`src/rtl/core/spq_pkg.sv`:
```
// Shared widths, codes and control types for the sorted priority queue.
`timescale 1ns / 1ps

package spq_pkg;

    localparam int ACTION_W   = 2;
    localparam int VALUE_W    = 32;
    localparam int PRIO_W     = 16;
    localparam int STATUS_W   = 2;
    localparam int OCC_W      = 5;
    localparam int CAPACITY_D = 16;

    localparam logic [ACTION_W-1:0] ACT_ENQUEUE = 2'd0;
    localparam logic [ACTION_W-1:0] ACT_DEQUEUE = 2'd1;
    localparam logic [ACTION_W-1:0] ACT_PEEK    = 2'd2;

    localparam logic [STATUS_W-1:0] ST_OK    = 2'd0;
    localparam logic [STATUS_W-1:0] ST_EMPTY = 2'd1;
    localparam logic [STATUS_W-1:0] ST_FULL  = 2'd2;

    localparam logic signed [VALUE_W-1:0] NO_VALUE = -32'sd1;
    localparam logic signed [VALUE_W-1:0] ENQ_VALUE = 32'sd0;

    // controller -> datapath commands
    typedef struct packed {
        logic load;   // capture request beat
        logic exec;   // apply request, load result register
    } spq_cmd_t;

endpackage

```
`src/rtl/core/spq_ctrl.sv`:
```
// Controller: request sequencing and result handshake.
`timescale 1ns / 1ps

module spq_ctrl (
    input  logic              aclk,
    input  logic              aresetn,
    input  logic              s_valid,
    output logic              s_ready,
    output logic              m_valid,
    input  logic              m_ready,
    output spq_pkg::spq_cmd_t cmd
);

    typedef enum logic [0:0] {
        S_IDLE,
        S_EXEC
    } state_t;

    state_t state_reg, state_next;
    logic   m_valid_reg, m_valid_next;

    assign s_ready  = (state_reg == S_IDLE);
    assign m_valid  = m_valid_reg;
    assign cmd.load = s_valid && (state_reg == S_IDLE);
    assign cmd.exec = (state_reg == S_EXEC) && (!m_valid_reg || m_ready);

    always_comb begin
        state_next   = state_reg;
        m_valid_next = m_valid_reg;
        if (m_valid_reg && m_ready) begin
            m_valid_next = 1'b0;
        end
        case (state_reg)
            S_IDLE: begin
                if (cmd.load) begin
                    state_next = S_EXEC;
                end
            end
            S_EXEC: begin
                if (cmd.exec) begin
                    m_valid_next = 1'b1;
                    state_next   = S_IDLE;
                end
            end
            default: begin
                state_next = S_IDLE;
            end
        endcase
    end

    always_ff @(posedge aclk) begin
        if (!aresetn) begin
            state_reg   <= S_IDLE;
            m_valid_reg <= 1'b0;
        end else begin
            state_reg   <= state_next;
            m_valid_reg <= m_valid_next;
        end
    end

`ifndef SYNTHESIS
    a_load_to_exec: assert property (@(posedge aclk) disable iff (!aresetn)
        cmd.load |=> (state_reg == S_EXEC))
        else $error("accepted request did not enter execute");

    a_exec_shows_result: assert property (@(posedge aclk) disable iff (!aresetn)
        cmd.exec |=> m_valid_reg)
        else $error("executed request produced no result beat");

    a_no_overwrite: assert property (@(posedge aclk) disable iff (!aresetn)
        (m_valid_reg && !m_ready && state_reg == S_EXEC) |=> (state_reg == S_EXEC))
        else $error("pending result overwritten");

    a_exec_only_in_exec: assert property (@(posedge aclk) disable iff (!aresetn)
        cmd.exec |-> !cmd.load)
        else $error("load and execute in the same cycle");
`endif

endmodule

```
`src/rtl/core/spq_datapath.sv`:
```
// Datapath: sorted shift-register cell array, occupancy count, result register.
`timescale 1ns / 1ps

module spq_datapath #(
    parameter int CAPACITY = spq_pkg::CAPACITY_D
) (
    input  logic                                aclk,
    input  logic                                aresetn,
    input  spq_pkg::spq_cmd_t                   cmd,
    input  logic [spq_pkg::ACTION_W-1:0]        s_action,
    input  logic signed [spq_pkg::VALUE_W-1:0]  s_item_value,
    input  logic [spq_pkg::PRIO_W-1:0]          s_item_priority,
    output logic signed [spq_pkg::VALUE_W-1:0]  m_result_value,
    output logic [spq_pkg::STATUS_W-1:0]        m_status,
    output logic [spq_pkg::OCC_W-1:0]           m_occupancy
);

    localparam int CW = $clog2(CAPACITY + 1);

    // request held for the execute cycle
    logic [spq_pkg::ACTION_W-1:0]        act_reg;
    logic signed [spq_pkg::VALUE_W-1:0]  val_reg;
    logic [spq_pkg::PRIO_W-1:0]          prio_reg;

    logic [CW-1:0] count_reg, count_next;

    logic signed [spq_pkg::VALUE_W-1:0] cell_val_reg  [CAPACITY];
    logic [spq_pkg::PRIO_W-1:0]         cell_prio_reg [CAPACITY];

    logic signed [spq_pkg::VALUE_W-1:0] res_value_reg, res_value_next;
    logic [spq_pkg::STATUS_W-1:0]       res_status_reg, res_status_next;
    logic [spq_pkg::OCC_W-1:0]          res_occ_reg;
    logic [CW+spq_pkg::OCC_W-1:0]       occ_ext;

    logic is_enq, is_deq, full, empty, do_enq, do_deq;
    logic [CAPACITY-1:0] ins;   // cell at or beyond the insertion point

    assign is_enq = (act_reg == spq_pkg::ACT_ENQUEUE);
    assign is_deq = (act_reg == spq_pkg::ACT_DEQUEUE);
    assign full   = (count_reg == CW'(CAPACITY));
    assign empty  = (count_reg == '0);
    assign do_enq = cmd.exec && is_enq && !full;
    assign do_deq = cmd.exec && is_deq && !empty;

    // sorted order makes ins a thermometer code
    for (genvar i = 0; i < CAPACITY; i++) begin : g_cmp
        assign ins[i] = (CW'(i) >= count_reg) || (cell_prio_reg[i] > prio_reg);
    end

    always_comb begin
        count_next = count_reg;
        if (do_enq) begin
            count_next = count_reg + CW'(1);
        end else if (do_deq) begin
            count_next = count_reg - CW'(1);
        end
        if (is_enq) begin
            res_value_next  = spq_pkg::ENQ_VALUE;
            res_status_next = full ? spq_pkg::ST_FULL : spq_pkg::ST_OK;
        end else if (empty) begin
            res_value_next  = spq_pkg::NO_VALUE;
            res_status_next = spq_pkg::ST_EMPTY;
        end else begin
            res_value_next  = cell_val_reg[0];
            res_status_next = spq_pkg::ST_OK;
        end
    end

    assign occ_ext = {{spq_pkg::OCC_W{1'b0}}, count_next};

    always_ff @(posedge aclk) begin
        if (!aresetn) begin
            count_reg <= '0;
        end else begin
            count_reg <= count_next;
        end
    end

    always_ff @(posedge aclk) begin
        if (cmd.load) begin
            act_reg  <= s_action;
            val_reg  <= s_item_value;
            prio_reg <= s_item_priority;
        end
        if (cmd.exec) begin
            res_value_reg  <= res_value_next;
            res_status_reg <= res_status_next;
            res_occ_reg    <= occ_ext[spq_pkg::OCC_W-1:0];
        end
    end

    // each cell takes the new pair, its left neighbour, or its right neighbour
    for (genvar i = 0; i < CAPACITY; i++) begin : g_cell
        always_ff @(posedge aclk) begin
            if (do_enq && ins[i]) begin
                if (i > 0 && ins[(i > 0) ? i - 1 : 0]) begin
                    cell_val_reg[i]  <= cell_val_reg[(i > 0) ? i - 1 : 0];
                    cell_prio_reg[i] <= cell_prio_reg[(i > 0) ? i - 1 : 0];
                end else begin
                    cell_val_reg[i]  <= val_reg;
                    cell_prio_reg[i] <= prio_reg;
                end
            end else if (do_deq && i < CAPACITY - 1) begin
                cell_val_reg[i]  <= cell_val_reg[(i < CAPACITY - 1) ? i + 1 : i];
                cell_prio_reg[i] <= cell_prio_reg[(i < CAPACITY - 1) ? i + 1 : i];
            end
        end
    end

    assign m_result_value = res_value_reg;
    assign m_status       = res_status_reg;
    assign m_occupancy    = res_occ_reg;

endmodule

```
`src/rtl/core/sorted_priority_queue_top.sv`:
```
// Top level of the sorted priority queue: controller plus cell-array datapath.
`timescale 1ns / 1ps
// Bounded priority queue of CAPACITY (value, priority) pairs, kept sorted
// in a row of shift-register cells, smallest priority number at the head.
// Equal priorities leave in arrival order.
// Request channel (s_*): one beat per request; s_action selects enqueue,
// dequeue head or peek head (unused code behaves as peek).
// Result channel (m_*): exactly one beat per request, in request order,
// carrying the head value (-1 on empty, 0 on enqueue), a status code and
// the occupancy after the request.
//
// Timing: a request is captured on its accept edge and executed in the
// execute state once the result register is free, where every cell
// compares its priority against the new one in parallel and shifts in one
// step. The result is registered. A new request is taken only after the
// previous one has executed, set by the capture/execute sequence of the controller.
//
// While a result waits, the next request is still taken; its execute step
// holds until the result register is free, so a stalled receiver backs up
// into s_ready after one further request.
// Reset (aresetn low, synchronous) empties the queue and drops any pending
// result; the cell contents are left as they were and never read.

module sorted_priority_queue_top #(
    parameter int CAPACITY = spq_pkg::CAPACITY_D
) (
    input  logic                                aclk,
    input  logic                                aresetn,
    input  logic                                s_valid,
    output logic                                s_ready,
    input  logic [spq_pkg::ACTION_W-1:0]        s_action,
    input  logic signed [spq_pkg::VALUE_W-1:0]  s_item_value,
    input  logic [spq_pkg::PRIO_W-1:0]          s_item_priority,
    output logic                                m_valid,
    input  logic                                m_ready,
    output logic signed [spq_pkg::VALUE_W-1:0]  m_result_value,
    output logic [spq_pkg::STATUS_W-1:0]        m_status,
    output logic [spq_pkg::OCC_W-1:0]           m_occupancy
);

    spq_pkg::spq_cmd_t cmd;

    spq_ctrl u_ctrl (
        .aclk    (aclk),
        .aresetn (aresetn),
        .s_valid (s_valid),
        .s_ready (s_ready),
        .m_valid (m_valid),
        .m_ready (m_ready),
        .cmd     (cmd)
    );

    spq_datapath #(
        .CAPACITY (CAPACITY)
    ) u_datapath (
        .aclk            (aclk),
        .aresetn         (aresetn),
        .cmd             (cmd),
        .s_action        (s_action),
        .s_item_value    (s_item_value),
        .s_item_priority (s_item_priority),
        .m_result_value  (m_result_value),
        .m_status        (m_status),
        .m_occupancy     (m_occupancy)
    );

endmodule

```
`config.mk`:
```
export PLATFORM = sky130hd
export DESIGN_NAME = sorted_priority_queue_top
export DESIGN_NICKNAME = d
export VERILOG_FILES = /design/src/rtl/core/spq_pkg.sv /design/src/rtl/core/spq_ctrl.sv /design/src/rtl/core/spq_datapath.sv /design/src/rtl/core/sorted_priority_queue_top.sv
export SDC_FILE = /design/constraint.sdc
export NUM_CORES = 2
export LEC_CHECK = 0
export ABC_CLOCK_PERIOD_IN_PS = 11780
export BUFFER_PORTS_ARGS = -buffer_cell sky130_fd_sc_hd__buf_2
export CAP_MARGIN = 20
export CORE_ASPECT_RATIO = 1.25
export CORE_MARGIN = 2
export CORE_UTILIZATION = 25
export DETAILED_ROUTE_END_ITERATION = 8
export HOLD_SLACK_MARGIN = 0.15
export SYNTH_ARGS = -nofsm -noshare
export SYNTH_HDL_FRONTEND = slang
export SYNTH_HIERARCHICAL = 1
export SYNTH_SLANG_ARGS = --single-unit
```
`constraint.sdc`:
```
create_clock -name aclk -period 11.78 [get_ports aclk]
set_clock_uncertainty 0.1 [all_clocks]
set_input_delay 2.356 -clock aclk [delete_from_list [all_inputs] [get_ports aclk]]
set_output_delay 2.356 -clock aclk [all_outputs]
set_load 0.02 [all_outputs]
```
==> impl_metrics.json <==
{
  "synth_top_area_frac": 0.5553,
  "grt.met3_usage": 0.02079,
  "fin_crit_sh": 0.5165,
  "drtPass1Iterations": 5,
  "worstSetupStartpointType": "input port",
  "dp_hpwl_um": 90820,
  "fin_nets": 4186,
  "die_x_um": 389.1,
  "drv_cap": 0,
  "synth_area_um2": 46350,
  "synth_ff_type": "edfxtp_1",
  "critPathMaxFanout": 179,
  "cts_resized": 0,
  "route.antenna.remaining_nets": 0,
  "fin_hold_ws_ns": 0.4126,
  "whs_path_depth": 2,
  "hold_viol": 0,
  "dieArea_um2": 188900,
  "holdCritStartpoint": "u_ctrl/m_valid",
  "vias": 34199,
  "crit_arrival_ns": 6.42,
  "synthTopCellsByCount": "edfxtp_1, nand2_1, o21ai_0",
  "power.density_nw_per_um2": 130.8,
  "cts_made_buffers": 94,
  "drc": 0,
  "grt_pass1_vias": 34690,
  "netlist-cell-type-count": 74,
  "ff2ff_setup_slack_ns": 6.57,
  "core_area_um2": 184100,
  "fin_util": 0.2831,
  "synth-edff-count": 857,
  "syn_inst": 3998,
  "layout_min_cycle_time_ns": 6.084,
  "numClockSinks": 864,
  "antenna_found_initial": 8,
  "clock_latency_ns": 0.69,
  "grt_pass1_wl_um": 212100,
  "grt.overflow.total": 0,
  "die_h_um": 485.4,
  "cts_max_level": 3,
  "postCtsHoldBufs": 0,
  "yosysMostFrequentCell": "edfxtp_1",
  "vias_per_cell": 5.390,
  "fmax_mhz": 164.4,
  "rr_worst_depth": 10,
  "largest_register_ffs": 512,
  "synth_area_per_cell_um2": 11.59,
  "syn-num-nets": 4313,
  "post_cts_buffers": 0,
  "setup-tns-final_ns": 0,
  "end_kind": "flip-flop",
  "num_rows": 176,
  "worstPathRequired_ns": 12.12,
  "rr_startpoint": "u_datapath/prio_reg[7]",
  "clk_path_buf_depth": 3,
  "met2_usage": 0.2358,
  "synth_area_leaders": "edfxtp_1, ha_1, a221o_1",
  "leakage_nw": 18.21,
  "finalSetupViolCount": 0,
  "status": "finished clean",
  "hp-class": "flip-flop to flip-flop",
  "grt-busiest-layer": "met2",
  "root_buffer": "clkbuf_16",
  "drive_gt1_frac": 0.1048,
  "grtUsageTotal": 0.1413,
  "worstMarginPinSlew_ns": 1.220,
  "yosys.area.top_type": "edfxtp_1",
  "rsz0062_at_grt": "no",
  "start_util": 0.2517,
  "wl_per_cell_um": 21.84,
  "area_delta_synth_final_pct": 12.46,
  "drtIter0Drc": 3436,
  "fillers": 19012,
  "ir_drop_mv": 0.09827,
  "max_slew_margin": 0.1866,
  "slew_viol_final": 0,
  "worstSetupPathType": "input port to flip-flop",
  "yosys_warnings": 6,
  "routabilityCongestion": 0.8266,
  "whs_endpoint": "u_ctrl/m_valid",
  "portBuffers": 94,
  "ys_seq_elements": 864,
  "use_met1": 0.1905,
  "boundaryPins": 95,
  "clkTransAtPathRegs_ns": 0.07,
  "wl_um": 138600,
  "ys_seq_area_frac": 0.5583,
  "grt_max_degree": 272,
  "ys_async_sr_fraction": 0,
  "reg2reg_to": "u_datapath/cell_val_reg[1][237]",
  "cts_tree": "yes"
}
-- through the flow --
stage	cell area [um2]	setup slack (ns)	power, mW	std cells
4_1_cts	52040	5.692	6.882	6340
5_1_grt	52120	5.410	7.045	6344
2_1_floorplan	46350	3.421	3.815	3998
3_5_place_dp	49130	4.961	3.989	6174
6_report	52120	5.696	6.820	6345
3_3_place_gp	49090	4.989	3.973	6172
-- cells by family (layout without fill, tap and decap cells) --
family	Yosys count	count (layout)	synth area share
compound gates	1385	1385	0.2141
xor+xnor	4	4	0.0007561
fa+ha+maj	261	261	0.07046
buf+inv	435	378	0.03831
flops	864	864	0.5583
mux	49	49	0.01191
other cells	0	1	0
simple gates	1000	1000	0.1062
-- layout by cell type (no fill, tap or decap), types with 63 or more instances in the layout --
cell and n:
a22oi_1 287, nand4_1 63, ha_1 261, clkbuf_16 95, nand2_1 449, and2_1 292, a221o_1 295, a21o_1 105
edfxtp_1 857, nor2_1 89, a21oi_1 130, o21ai_0 369, buf_2 94, buf_4 66
-- power by group --
part | switching, mW | internal (mW)
clock | 1.29 | 1.60
combinational | 0.249 | 0.133
sequential | 0.0930 | 3.45
total | 1.63 | 5.19
-- routing by layer --
metal / vias to the layer above / routed length [um]
li1: 15261 / -
met3: 245 / 7447
met2: 1144 / 66610
met5: - / 40
met4: 6 / 3577
met1: 17543 / 60930
-- worst max-delay path by stage --
| stage | start | endpoint | cells past startpoint |
|---|---|---|---|
| floorplan | m_ready | u_datapath/cell_prio_reg[1][48] | 5 |
| global placement | m_ready | u_datapath/cell_prio_reg[0][48] | 9 |
| detailed placement | m_ready | u_datapath/cell_prio_reg[0][48] | 9 |
| CTS | m_ready | u_datapath/cell_prio_reg[0][48] | 9 |
| global route | m_ready | u_datapath/cell_prio_reg[0][48] | 9 |
| finish | m_ready | u_datapath/cell_prio_reg[0][48] | 9 |
-- area by class of cell --
class / instances / area, um2 / area share
Sequential cell: 864 / 25870 / 0.4964
Multi-Input combinational cell: 2699 / 19010 / 0.3647
Tap cell: 2403 / 3007 / 0.05768
Clock buffer: 116 / 2476 / 0.04751
Timing Repair Buffer: 170 / 1166 / 0.02237
Clock inverter: 50 / 430.4 / 0.008258
Inverter: 42 / 157.7 / 0.003025
Antenna cell: 1 / 2.502 / 0.00004801
-- worst max-delay path, stage by stage --
cell	delay, ns
buf_2	0.08
nand2b_4	0.13
and2_2	0.33
buf_4	0.50
and4b_4	1.05
buf_12	0.68
buf_4	0.71
nor2_1	0.11
a221o_1	0.31
(Power assumes the default switching activity.)
